**src/rtl/idb_pkg.sv**
```systemverilog
// ----------------------------------------------------------------------------
// idb_pkg
// Shared widths, codes and types for the decimating IIR filter and its
// digit-serial multiply-accumulate unit.
// ----------------------------------------------------------------------------
package idb_pkg;

    // Field and register widths.
    localparam int SAMPLE_W  = 24;
    localparam int COEF_W    = 24;
    localparam int NUM_REGS  = 8;
    localparam int REG_IDX_W = 3;
    localparam int MAX_TAPS  = 4;
    localparam int K_W       = 2;

    // Digit-serial multiplier geometry: the coefficient is consumed four bits
    // per cycle, least significant digit first; the top digit is signed.
    localparam int DIGIT_W    = 4;
    localparam int NUM_DIGITS = COEF_W / DIGIT_W;
    localparam int DCNT_W     = 3;
    localparam int X_W        = SAMPLE_W + 1;
    localparam int DPROD_W    = X_W + DIGIT_W + 1;
    localparam int PP_LO_W    = COEF_W - DIGIT_W;
    localparam int PROD_W     = DPROD_W + PP_LO_W;
    localparam int ACC_W      = 52;

    // Q.43 sum to Q.23 output: round half up, then floor.
    localparam int FRAC_SHIFT = 20;
    localparam logic [ACC_W-1:0] ROUND_BIAS = ACC_W'(64'd1 << (FRAC_SHIFT - 1));

    // Upper bit of the register index selects the coefficient bank.
    localparam logic PHASE_FEED = 1'b0;
    localparam logic PHASE_BACK = 1'b1;

    typedef struct packed {
        logic clear;   // preset the accumulator to the rounding bias
        logic load;    // take a new operand pair and start a product
    } mac_ctl_t;

endpackage

```
**src/rtl/idb_mac.sv**
```systemverilog
// ----------------------------------------------------------------------------
// idb_mac
// Digit-serial multiply-accumulate: one signed 25-bit operand times one signed
// 24-bit coefficient, four coefficient bits per cycle, summed into a wide
// accumulator when the last digit is done.
// ----------------------------------------------------------------------------
module idb_mac (
    input  logic                                   aclk,
    input  logic                                   aresetn,
    input  idb_pkg::mac_ctl_t                      ctl,
    input  logic signed [idb_pkg::X_W-1:0]         x,
    input  logic        [idb_pkg::COEF_W-1:0]      coef,
    output logic                                   done,
    output logic signed [idb_pkg::ACC_W-1:0]       acc
);

    localparam logic [idb_pkg::DCNT_W-1:0] LAST_DIGIT =
        idb_pkg::DCNT_W'(idb_pkg::NUM_DIGITS - 1);

    logic                                  busy_reg;
    logic [idb_pkg::DCNT_W-1:0]            dcnt_reg;
    logic signed [idb_pkg::X_W-1:0]        x_reg;
    logic [idb_pkg::COEF_W-1:0]            coef_sh_reg;
    logic signed [idb_pkg::DPROD_W-1:0]    pp_hi_reg;
    logic [idb_pkg::PP_LO_W-1:0]           pp_lo_reg;
    logic signed [idb_pkg::ACC_W-1:0]      acc_reg;

    logic                                  last_digit;
    logic signed [idb_pkg::DIGIT_W:0]      digit;
    logic signed [idb_pkg::DPROD_W-1:0]    dprod;
    logic signed [idb_pkg::DPROD_W-1:0]    pp_sum;
    logic [idb_pkg::ACC_W-1:0]             prod_ext;

    assign last_digit = (dcnt_reg == LAST_DIGIT);

    // All digits are unsigned except the top one, which carries the sign.
    assign digit = last_digit
        ? {coef_sh_reg[idb_pkg::DIGIT_W-1], coef_sh_reg[idb_pkg::DIGIT_W-1:0]}
        : {1'b0, coef_sh_reg[idb_pkg::DIGIT_W-1:0]};

    assign dprod  = digit * x_reg;
    assign pp_sum = pp_hi_reg + dprod;

    // Full product is pp_sum weighted by 2^20 over the twenty bits shifted out.
    assign prod_ext = {{(idb_pkg::ACC_W - idb_pkg::PROD_W){pp_sum[idb_pkg::DPROD_W-1]}},
                       pp_sum, pp_lo_reg};

    assign done = busy_reg && last_digit;
    assign acc  = acc_reg;

    always_ff @(posedge aclk) begin
        if (!aresetn) begin
            busy_reg <= 1'b0;
            dcnt_reg <= '0;
        end else if (ctl.load) begin
            busy_reg <= 1'b1;
            dcnt_reg <= '0;
        end else if (busy_reg) begin
            if (last_digit) begin
                busy_reg <= 1'b0;
            end
            dcnt_reg <= dcnt_reg + 1'b1;
        end
    end

    always_ff @(posedge aclk) begin
        if (ctl.load) begin
            x_reg       <= x;
            coef_sh_reg <= coef;
            pp_hi_reg   <= '0;
        end else if (busy_reg) begin
            coef_sh_reg <= coef_sh_reg >> idb_pkg::DIGIT_W;
            pp_hi_reg   <= pp_sum >>> idb_pkg::DIGIT_W;
            pp_lo_reg   <= {pp_sum[idb_pkg::DIGIT_W-1:0],
                            pp_lo_reg[idb_pkg::PP_LO_W-1:idb_pkg::DIGIT_W]};
        end
    end

    always_ff @(posedge aclk) begin
        if (ctl.clear) begin
            acc_reg <= idb_pkg::ROUND_BIAS;
        end else if (done) begin
            acc_reg <= acc_reg + prod_ext;
        end
    end

endmodule

```
**src/rtl/iir_decimate_by_two.sv**
```systemverilog
// Each of the 2*TAPS products of a sample takes a load step and then one pass over the digits
// in the 4-bit digit-serial multiplier; no new item is taken before the last one's result is out.
// A finished result waits in the output register while the next item is taken in.
// Reset (aresetn low, synchronous) zeroes coefficients and both histories and
// empties the output register.
// ----------------------------------------------------------------------------
// iir_decimate_by_two
// Two-times decimating direct-form IIR filter with one shared digit-serial MAC.
// ----------------------------------------------------------------------------
module iir_decimate_by_two #(
    parameter int TAPS = 4
) (
    input  logic                                   aclk,
    input  logic                                   aresetn,
    input  logic                                   s_valid,
    output logic                                   s_ready,
    input  logic signed [idb_pkg::SAMPLE_W-1:0]    s_sample_first,
    input  logic signed [idb_pkg::SAMPLE_W-1:0]    s_sample_second,
    output logic                                   m_valid,
    input  logic                                   m_ready,
    output logic signed [idb_pkg::SAMPLE_W-1:0]    m_decimated_sample,
    input  logic                                   cfg_wr_en,
    input  logic [idb_pkg::REG_IDX_W-1:0]          cfg_index,
    input  logic [idb_pkg::COEF_W-1:0]             cfg_data
);

    localparam int HW   = (TAPS > 1) ? $clog2(TAPS) : 1;
    localparam int KL   = TAPS - 1;
    localparam logic [idb_pkg::K_W-1:0] K_LAST = KL[idb_pkg::K_W-1:0];
    localparam int SW   = idb_pkg::SAMPLE_W;
    localparam int QTOP = idb_pkg::FRAC_SHIFT + SW - 1;

    typedef enum logic [4:0] {
        ST_IDLE  = 5'b00001,
        ST_SHIFT = 5'b00010,
        ST_LOAD  = 5'b00100,
        ST_WAIT  = 5'b01000,
        ST_ROUND = 5'b10000
    } state_t;

    state_t state_reg, state_next;

    logic [idb_pkg::COEF_W-1:0]   coef_reg [idb_pkg::NUM_REGS];
    logic signed [SW-1:0]         in_hist_reg  [TAPS];
    logic signed [SW-1:0]         out_hist_reg [TAPS];
    logic signed [SW-1:0]         samp1_reg, samp2_reg;
    logic                         second_reg, second_next;
    logic                         phase_reg, phase_next;
    logic [idb_pkg::K_W-1:0]      k_reg, k_next;
    logic                         m_valid_reg, m_valid_next;
    logic signed [SW-1:0]         m_data_reg;

    idb_pkg::mac_ctl_t                   mac_ctl;
    logic                                mac_done;
    logic signed [idb_pkg::ACC_W-1:0]    mac_acc;

    logic [HW-1:0]                       hidx;
    logic signed [SW-1:0]                op_hist;
    logic signed [idb_pkg::X_W-1:0]      op_ext;
    logic signed [idb_pkg::X_W-1:0]      mac_x;
    logic signed [SW-1:0]                cur_sample;
    logic signed [SW-1:0]                q_sat;
    logic                                q_fits;
    logic                                out_free;
    logic                                do_shift;
    logic                                do_commit;
    logic                                do_emit;

    // ------------------------------------------------------------------
    // Operand selection for the current term.
    // ------------------------------------------------------------------
    assign hidx       = k_reg[HW-1:0];
    assign op_hist    = (phase_reg == idb_pkg::PHASE_BACK) ? out_hist_reg[hidx]
                                                           : in_hist_reg[hidx];
    assign op_ext     = {op_hist[SW-1], op_hist};
    // Feedback terms are subtracted, so the operand goes in negated.
    assign mac_x      = (phase_reg == idb_pkg::PHASE_BACK) ? -op_ext : op_ext;
    assign cur_sample = second_reg ? samp2_reg : samp1_reg;

    idb_mac u_mac (
        .aclk    (aclk),
        .aresetn (aresetn),
        .ctl     (mac_ctl),
        .x       (mac_x),
        .coef    (coef_reg[{phase_reg, k_reg}]),
        .done    (mac_done),
        .acc     (mac_acc)
    );

    // The accumulator already holds the rounding bias, so the rounded value is
    // a plain slice; it fits 24 bits when its sign bit and all bits above it agree.
    assign q_fits = (mac_acc[idb_pkg::ACC_W-1:QTOP] == '0) ||
                    (mac_acc[idb_pkg::ACC_W-1:QTOP] == '1);
    assign q_sat  = q_fits ? mac_acc[QTOP:idb_pkg::FRAC_SHIFT]
                  : (mac_acc[idb_pkg::ACC_W-1] ? {1'b1, {(SW-1){1'b0}}}
                                               : {1'b0, {(SW-1){1'b1}}});

    assign out_free = !m_valid_reg || m_ready;

    // ------------------------------------------------------------------
    // Sequencer.
    // ------------------------------------------------------------------
    always_comb begin
        state_next   = state_reg;
        second_next  = second_reg;
        phase_next   = phase_reg;
        k_next       = k_reg;
        m_valid_next = m_valid_reg && !m_ready;
        mac_ctl      = '0;
        do_shift     = 1'b0;
        do_commit    = 1'b0;
        do_emit      = 1'b0;

        unique case (state_reg)
            ST_IDLE: begin
                if (s_valid) begin
                    second_next = 1'b0;
                    state_next  = ST_SHIFT;
                end
            end
            ST_SHIFT: begin
                do_shift      = 1'b1;
                mac_ctl.clear = 1'b1;
                phase_next    = idb_pkg::PHASE_FEED;
                k_next        = '0;
                state_next    = ST_LOAD;
            end
            ST_LOAD: begin
                mac_ctl.load = 1'b1;
                state_next   = ST_WAIT;
            end
            ST_WAIT: begin
                if (mac_done) begin
                    if (k_reg != K_LAST) begin
                        k_next     = k_reg + 1'b1;
                        state_next = ST_LOAD;
                    end else if (phase_reg == idb_pkg::PHASE_FEED) begin
                        phase_next = idb_pkg::PHASE_BACK;
                        k_next     = '0;
                        state_next = ST_LOAD;
                    end else begin
                        state_next = ST_ROUND;
                    end
                end
            end
            ST_ROUND: begin
                if (!second_reg) begin
                    do_commit   = 1'b1;
                    second_next = 1'b1;
                    state_next  = ST_SHIFT;
                end else if (out_free) begin
                    do_commit    = 1'b1;
                    do_emit      = 1'b1;
                    m_valid_next = 1'b1;
                    state_next   = ST_IDLE;
                end
            end
            default: begin
                state_next = ST_IDLE;
            end
        endcase
    end

    always_ff @(posedge aclk) begin
        if (!aresetn) begin
            state_reg   <= ST_IDLE;
            second_reg  <= 1'b0;
            phase_reg   <= idb_pkg::PHASE_FEED;
            k_reg       <= '0;
            m_valid_reg <= 1'b0;
        end else begin
            state_reg   <= state_next;
            second_reg  <= second_next;
            phase_reg   <= phase_next;
            k_reg       <= k_next;
            m_valid_reg <= m_valid_next;
        end
    end

    always_ff @(posedge aclk) begin
        if (s_valid && s_ready) begin
            samp1_reg <= s_sample_first;
            samp2_reg <= s_sample_second;
        end
        if (do_emit) begin
            m_data_reg <= q_sat;
        end
    end

    // Coefficient bank.
    always_ff @(posedge aclk) begin
        if (!aresetn) begin
            for (int i = 0; i < idb_pkg::NUM_REGS; i++) begin
                coef_reg[i] <= '0;
            end
        end else if (cfg_wr_en) begin
            coef_reg[cfg_index] <= cfg_data;
        end
    end

    // Histories: both shift by one slot per sample; output slot 0 keeps the
    // previous output until the new one is rounded.
    always_ff @(posedge aclk) begin
        if (!aresetn) begin
            for (int i = 0; i < TAPS; i++) begin
                in_hist_reg[i]  <= '0;
                out_hist_reg[i] <= '0;
            end
        end else begin
            if (do_shift) begin
                for (int i = TAPS - 1; i > 0; i--) begin
                    in_hist_reg[i]  <= in_hist_reg[i-1];
                    out_hist_reg[i] <= out_hist_reg[i-1];
                end
                in_hist_reg[0] <= cur_sample;
            end
            if (do_commit) begin
                out_hist_reg[0] <= q_sat;
            end
        end
    end

    assign s_ready            = (state_reg == ST_IDLE);
    assign m_valid            = m_valid_reg;
    assign m_decimated_sample = m_data_reg;

    // ------------------------------------------------------------------
    // Assertions.
    // ------------------------------------------------------------------
    a_done_in_wait: assert property (@(posedge aclk) disable iff (!aresetn)
        mac_done |-> (state_reg == ST_WAIT))
        else $error("MAC finished a product outside the wait state");

    a_result_from_round: assert property (@(posedge aclk) disable iff (!aresetn)
        $rose(m_valid_reg) |-> $past(state_reg == ST_ROUND && second_reg))
        else $error("result register loaded without a finished second sample");

    a_hold_when_full: assert property (@(posedge aclk) disable iff (!aresetn)
        (state_reg == ST_ROUND && second_reg && m_valid_reg && !m_ready)
        |=> (state_reg == ST_ROUND))
        else $error("pending result would have been overwritten");

    a_k_in_range: assert property (@(posedge aclk) disable iff (!aresetn)
        (k_reg <= K_LAST))
        else $error("tap counter beyond the last tap");

endmodule
```
**config.mk**
```make
export PLATFORM = sky130hd
export DESIGN_NAME = iir_decimate_by_two
export DESIGN_NICKNAME = d
export VERILOG_FILES = /design/src/rtl/idb_pkg.sv /design/src/rtl/idb_mac.sv /design/src/rtl/iir_decimate_by_two.sv
export SDC_FILE = /design/constraint.sdc
export NUM_CORES = 1
export LEC_CHECK = 0
export BUFFER_PORTS_ARGS = -buffer_cell sky130_fd_sc_hd__buf_2
export CAP_MARGIN = 10
export CORE_UTILIZATION = 30
export CTS_CLUSTER_DIAMETER = 100
export DETAILED_ROUTE_END_ITERATION = 12
export GPL_ROUTABILITY_DRIVEN = 0
export PLACE_DENSITY = 0.53
export SYNTH_ARGS = -nofsm -noshare
export SYNTH_HDL_FRONTEND = slang
export SYNTH_SLANG_ARGS = --single-unit
```
**constraint.sdc**
```tcl
create_clock -name aclk -period 9.6 [get_ports aclk]
set_clock_uncertainty 0.1 [all_clocks]
set_input_delay 0 -clock aclk [delete_from_list [all_inputs] [get_ports aclk]]
set_output_delay 0 -clock aclk [all_outputs]
set_load 0.01 [all_outputs]
```
### Word level (Yosys, flattened, before mapping)

Memories as Yosys holds them, arrays and structs flattened. A register that Yosys moved wholly into a read port is not among the register bits.
Cells that the tools add are included.

* add/sub/neg operators: 5
* multiply operators: 1
* bitwise operators: 10
* eq/ne operators: 13
* muxes and demuxes: 62
* $lt $le $gt $ge: 0
* div/mod/pow operators: 0
* reductions and logical operators: 18
* shift-type cells: 0

Operator list (count)
* 24-bit 2-to-1 mux: 15
* 52-bit adder: 1
* 5-bit 2-to-1 mux: 7
* 26-bit by 30-bit adder with 30-bit output: 1
* 5-bit by 25-bit multiplier with 30-bit output: 1
* 1-bit 2-to-1 mux: 27
* 25-bit 2-to-1 mux: 1
* 24-bit negation with 25-bit output: 1
* 5-bit one-hot mux with 5 select lines: 1
* 24-bit OR reduction: 1
* 2-bit 2-to-1 mux: 7
* 9-bit equality test (second input constant): 1
* 9-bit logical NOT: 1
* 3-bit AND reduction: 3
* 2-bit inequality test (second input constant): 4
* 1-bit OR: 8
* 3-bit inequality test (second input constant): 2
* 2-bit nonzero test: 3
* 5-bit by 1-bit equality test with 1-bit output (second input constant): 1
* 5-bit by 2-bit equality test with 1-bit output (second input constant): 1
* 5-bit by 3-bit equality test with 1-bit output (second input constant): 1
* 5-bit by 4-bit equality test with 1-bit output (second input constant): 1
* 5-bit equality test (second input constant): 1
* 1-bit one-hot mux with 2 select lines: 2
* 11 further kinds: 17

* memory bits (read-only): 0
* register bits after elaboration: 233
* RAM bits: 384
* output and inout port bits: 26
* memories: 3
* latch bits: 0

Memory list
* coef_reg: depth 8, bits a word 24, rd ports 1, clocked after Yosys merged registers in 0, wr ports 8, RTL line iir_decimate_by_two.sv:43 `logic [idb_pkg::COEF_W-1:0] coef_reg [idb_pkg::NUM_REGS];`
* in_hist_reg: depth 4, bits a word 24, rd ports 4, clocked after Yosys merged registers in 1, wr ports 4, RTL line iir_decimate_by_two.sv:44 `logic signed [SW-1:0] in_hist_reg [TAPS];`
* out_hist_reg: depth 4, bits a word 24, rd ports 4, clocked after Yosys merged registers in 1, wr ports 4, RTL line iir_decimate_by_two.sv:45 `logic signed [SW-1:0] out_hist_reg [TAPS];`

### Depth between registers and ports, before layout

* depth in word-level cells: 9
* gate-level depth with buffers: 32
* depth with buffers taken out: 31

### Modules after synthesis

Synthesis repeated with hierarchy kept, for this count alone.

* cell total of the unflattened synthesis: 2826
* area, all modules: 34013.9 sq um

By module, submodules not included
* iir_decimate_by_two: area an instance 20853.8 sq um, cells an instance 1398, instances 1, seq. area each 13933.4 sq um
* idb_mac: area an instance 13160.1 sq um, cells an instance 1428, instances 1, seq. area each 3713.6 sq um

### Least setup slack after synthesis

No wires, ideal clock.

* kind: reg2reg
* from: register u_mac.dcnt_reg[1] in the netlist's numbering
* to: register u_mac.acc_reg (netlist bit u_mac.acc[51])
* data required time: 9428 ps
* stages on the path, launching flop included: 33
* buffers on the path: 2
* setup slack: 2694 ps
* arrival: 6735 ps
* path through: dfxtp_1 inv_1 ha_1 nand3_1 clkbuf_1 inv_1 fa_1 inv_1 fa_1 fa_1 inv_1 fa_1 ha_1 a21o_1 a21oi_1 o21a_1 o21ai_0 a31oi_1 nor2_1 nor2_1 xnor2_1 ha_1 clkbuf_1 nand2_1 o21ai_0 o21ai_0 a21oi_1 nor2b_1 o41a_1 nor3_1 or3_1 a21oi_1 mux2i_1

* cells in the longest elaborated chain, start to end: 5
* elaborated cells between the ends (all ways): 6
* classes of those cells: add/sub (2); mul (1); eq/ne (1); mux (1); reduce/logical (1)

Ends and longest elaborated chain
* from (decl): RTL line idb_mac.sv:21 `logic [idb_pkg::DCNT_W-1:0] dcnt_reg;`
* from (signal assigned): RTL line idb_mac.sv:62 `dcnt_reg <= dcnt_reg + 1'b1;`
* 3-bit equality test: RTL line idb_mac.sv:34 `assign last_digit = (dcnt_reg == LAST_DIGIT);`
* 5-bit 2-to-1 mux: RTL line idb_mac.sv:38 `? {coef_sh_reg[idb_pkg::DIGIT_W-1], coef_sh_reg[idb_pkg::DIGIT_W-1:0]}`
* 5-bit by 25-bit multiplier with 30-bit output: RTL line idb_mac.sv:41 `assign dprod = digit * x_reg;`
* 26-bit by 30-bit adder with 30-bit output: RTL line idb_mac.sv:42 `assign pp_sum = pp_hi_reg + dprod;`
* net u_mac.pp_sum (one bit): RTL line idb_mac.sv:31 `logic signed [idb_pkg::DPROD_W-1:0] pp_sum;`
* 52-bit adder: RTL line idb_mac.sv:83 `acc_reg <= acc_reg + prod_ext;`
* to (signal assigned): RTL line idb_mac.sv:81 `acc_reg <= idb_pkg::ROUND_BIAS;`
* to (signal assigned): RTL line idb_mac.sv:83
* to (decl): RTL line idb_mac.sv:26 `logic signed [idb_pkg::ACC_W-1:0] acc_reg;`

The timed path passes the listed nets, and every way through them passes these cells.
A chain may end at the register's enable or synchronous reset.

### Worst setup path in the final report

* from: register u_mac.dcnt_reg[0] in the netlist's numbering
* to: register u_mac.acc_reg (netlist bit u_mac.acc[51])

Same word-level chain as after synthesis.

==> load_flow_metrics.sql <==
INSERT INTO impl_metrics (metric_group, metric, value, unit) VALUES
('status', 'outcome', 'finished clean', ''),
('power_and_ir_drop', 'switching_share', '0.358', ''),
('floorplanning', 'die_width', '338', 'um'),
('logic_synthesis', 'post_synth_main_area_contributors', 'edfxtp_1 (47%), mux4_2 (6.4%), fa_1 (6.1%)', ''),
('global_route', 'antenna_found_initial', '6', ''),
('global_route', 'global_route_wire_length_before_repair', '130000', 'um'),
('sta', 'fmax', '0.132', 'GHz'),
('logic_synthesis', 'synthesized_net_count', '3090', ''),
('floorplanning', 'std_cell_rows', '122', ''),
('global_route', 'grt_overflow', '0', ''),
('critical_path', 'cp.arrival', '8.05', 'ns'),
('sta', 'actual_slew_at_the_worst_max_slew_pin', '1.16', 'ns'),
('logic_synthesis', 'post_synth_edffs', '525', ''),
('global_route', 'grt_usage', '0.147', ''),
('logic_synthesis', 'synth.top_cells.by_count', 'edfxtp_1 (525), and2_1 (290), nand2_1 (179)', ''),
('floorplanning', 'core_area', '0.111', 'mm^2'),
('clock_tree', 'depth_of_the_cts_h_tree', '3', ''),
('clock_tree', 'post_cts.repair.setup_buffers', '0', ''),
('route', 'post_drt_wl_per_cell', '18.4', 'um'),
('clock_tree', 'cts_root_buf', 'clkbuf_16', ''),
('clock_tree', 'cts.clk_slew.worst_paths', '0.06', 'ns'),
('clock_tree', 'cts_sinks', '619', ''),
('critical_path', 'regToRegSetupSlack', '2.02', 'ns'),
('sta', 'hold_viol', '0', ''),
('sta', 'layout_min_cycle_time', '7.58', 'ns'),
('critical_path', 'crit_required', '10.07', 'ns'),
('critical_path', 'critPathLaunchType', 'register', ''),
('global_route', 'grt_pass1_vias', '21900', ''),
('flow_run', 'drv_cap', '0', ''),
('route', 'drcViolationCount', '0', ''),
('clock_tree', 'cts.path.max_buffers', '3', ''),
('critical_path', 'critPathMaxFanout', '26', ''),
('floorplanning', 'initial_core_util', '0.304', ''),
('logic_synthesis', 'syn_inst', '2792', ''),
('critical_path', 'startpoint', 'u_mac.dcnt_reg[0]', ''),
('power_and_ir_drop', 'cellInternalPower', '6190', 'uW'),
('final_layout', 'nets', '3291', ''),
('route', 'route.vias.total', '21600', ''),
('critical_path', 'setup.worst_path.class', 'register to register', ''),
('floorplanning', 'die_h', '338', 'um'),
('sta', 'period_share', '0.790', ''),
('critical_path', 'r2r_start', 'u_mac.dcnt_reg[0]', ''),
('logic_synthesis', 'yosys_warning_total', '0', ''),
('final_layout', 'filler_cells', '10800', ''),
('placement', 'detailed_place_hpwl', '52900', 'um'),
('global_route', 'grt_start_max_net_pins', '81', ''),
('logic_synthesis', 'synth_seq_cells', '619', ''),
('power_and_ir_drop', 'net-switching-power', '3450', 'uW'),
('logic_synthesis', 'async_reset_ff_frac', '0', ''),
('placement', 'numPortBuffers', '105', ''),
('sta', 'final_max_slew_viol_count', '0', ''),
('logic_synthesis', 'yosysUniqueCellTypes', '70', ''),
('critical_path', 'r2r.worst_path.cells', '29', ''),
('route', 'drt_iter0_drc', '1591', ''),
('logic_synthesis', 'main_synth_ff_type', 'edfxtp_1', ''),
('floorplanning', 'top_level_ports', '106', ''),
('sta', 'grt_setup_unrepaired', 'no', ''),
('logic_synthesis', 'avgSynthCellArea', '12.1', 'um^2'),
('power_and_ir_drop', 'ir_drop', '0.000150', 'V'),
('final_layout', 'area_growth_syn_to_layout', '17.4', '%'),
('sta', 'slew_headroom', '0.224', ''),
('logic_synthesis', 'syn-cell-area', '0.0339', 'mm^2'),
('critical_path', 'critical-path-slowest-cell', 'fa_1', ''),
('power_and_ir_drop', 'p_leak', '0.0155', 'uW'),
('sta', 'final.setup.tns', '0', 'ns'),
('power_and_ir_drop', 'power_density', '242', 'mW/mm^2'),
('route', 'detail_route.vias_per_cell', '4.75', ''),
('power_and_ir_drop', 'pwr-share-clk', '0.287', ''),
('critical_path', 'worstSetupEndpoint', 'u_mac.acc[51]', ''),
('power_and_ir_drop', 'power_frac_seq', '0.349', ''),
('logic_synthesis', 'yosys.cell_count.top_type', 'edfxtp_1', '');
## cell type report
type,instances,area (um^2),share of cell area
multi-input combinational,1855,15100,0.379
clock buffer,92,1940,0.0488
clock inverter,44,449,0.0113
timing repair buffer,273,2100,0.0528
inverter,170,638,0.0161
tap,1488,1860,0.0468
antenna,5,12.5,0.000315
sequential,619,17700,0.444
## cells by family (layout without fill, tap and decap cells)
kind of cell               after synthesis  count (layout)  synth area share
DFF                                    619             619             0.521
adders and majority gates              218             218             0.103
xor gates and xnor gates                92              92            0.0238
buffers and inverters                  318             579            0.0359
muxes                                  189             189            0.0919
and+or+nand+nor                        970             970             0.153
other                                    0               5                 0
AOI/OAI and AO/OA                      386             386            0.0711
## power by group through the flow
stage | combinational (uW) | sequential, uW | clock (uW)
3_5_place_dp | 3440 | 3410 | 0
6_report | 3510 | 3360 | 2760
4_1_cts | 3510 | 3360 | 2850
3_3_place_gp | 3440 | 3410 | 0
2_1_floorplan | 2640 | 3370 | 0
5_1_grt | 3940 | 3390 | 2950
## cell usage in the layout, fill, tap and decap left out, types with 76 or more instances in the layout
| cell type | n |
|---|---|
| and2_1 | 290 |
| and3_1 | 156 |
| ha_1 | 115 |
| dlygate4sd3_1 | 124 |
| edfxtp_1 | 525 |
| fa_1 | 103 |
| nand2_1 | 178 |
| buf_2 | 104 |
| mux4_2 | 96 |
| nor2_1 | 158 |
| inv_1 | 169 |
| mux2i_1 | 76 |
| dfxtp_1 | 87 |
| a21oi_1 | 136 |
## how the worst min path moves through the flow
stage / slack, ns / cells past startpoint / end / start
2_1_floorplan: -0.001 / 0 / samp1_reg[0] / s_sample_first[0]
3_3_place_gp: 0.08 / 1 / samp1_reg[19] / s_sample_first[19]
3_5_place_dp: 0.08 / 1 / samp1_reg[16] / s_sample_first[16]
4_1_cts: 0.002 / 4 / coef_reg[0][1] / cfg_index[2]
5_1_grt: 0.05 / 4 / coef_reg[0][1] / cfg_index[2]
6_report: 0.06 / 4 / coef_reg[0][23] / cfg_index[2]
## what timing repair did
item                      in CTS  in global routing
gates resized for setup        0                  0
hold endpoints to repair     280                  0
hold buffers                 124                  0
## critical path: cells and delay by family (launching register included)
kind / cells / cell delay, ns
flops: 1 / 0.37
buf+inv: 2 / 0.28
xor+xnor: 1 / 0.13
simple gates: 6 / 1.08
compound gates: 12 / 2.50
mux: 1 / 0.19
fa+ha+maj: 7 / 2.83
## per-layer routing
| layer | up-vias | wire length [um] | GRT usage |
|---|---|---|---|
| li1 | 10400 | - | - |
| met1 | 10700 | 40300 | 0.209 |
| met2 | 418 | 37900 | 0.231 |
| met3 | 90 | 3770 | 0.0263 |
| met4 | 2 | 1450 | 0.0373 |
| met5 | - | 13 | 0 |
## metrics by stage
step	setup slack [ns]	hold WS (ns)	total power [uW]	util	cells
after CTS	2.07	0.00241	9720	0.357	4541
after floorplan	2.69	-0.00113	6020	-	2792
final	2.02	0.0576	9640	0.357	4546
after global routing	1.50	0.0530	10300	0.357	4543
after detailed placement	2.09	0.0781	6850	0.324	4281
after global placement	2.13	0.0760	6860	0.324	4281
(Power assumes the default switching activity.)
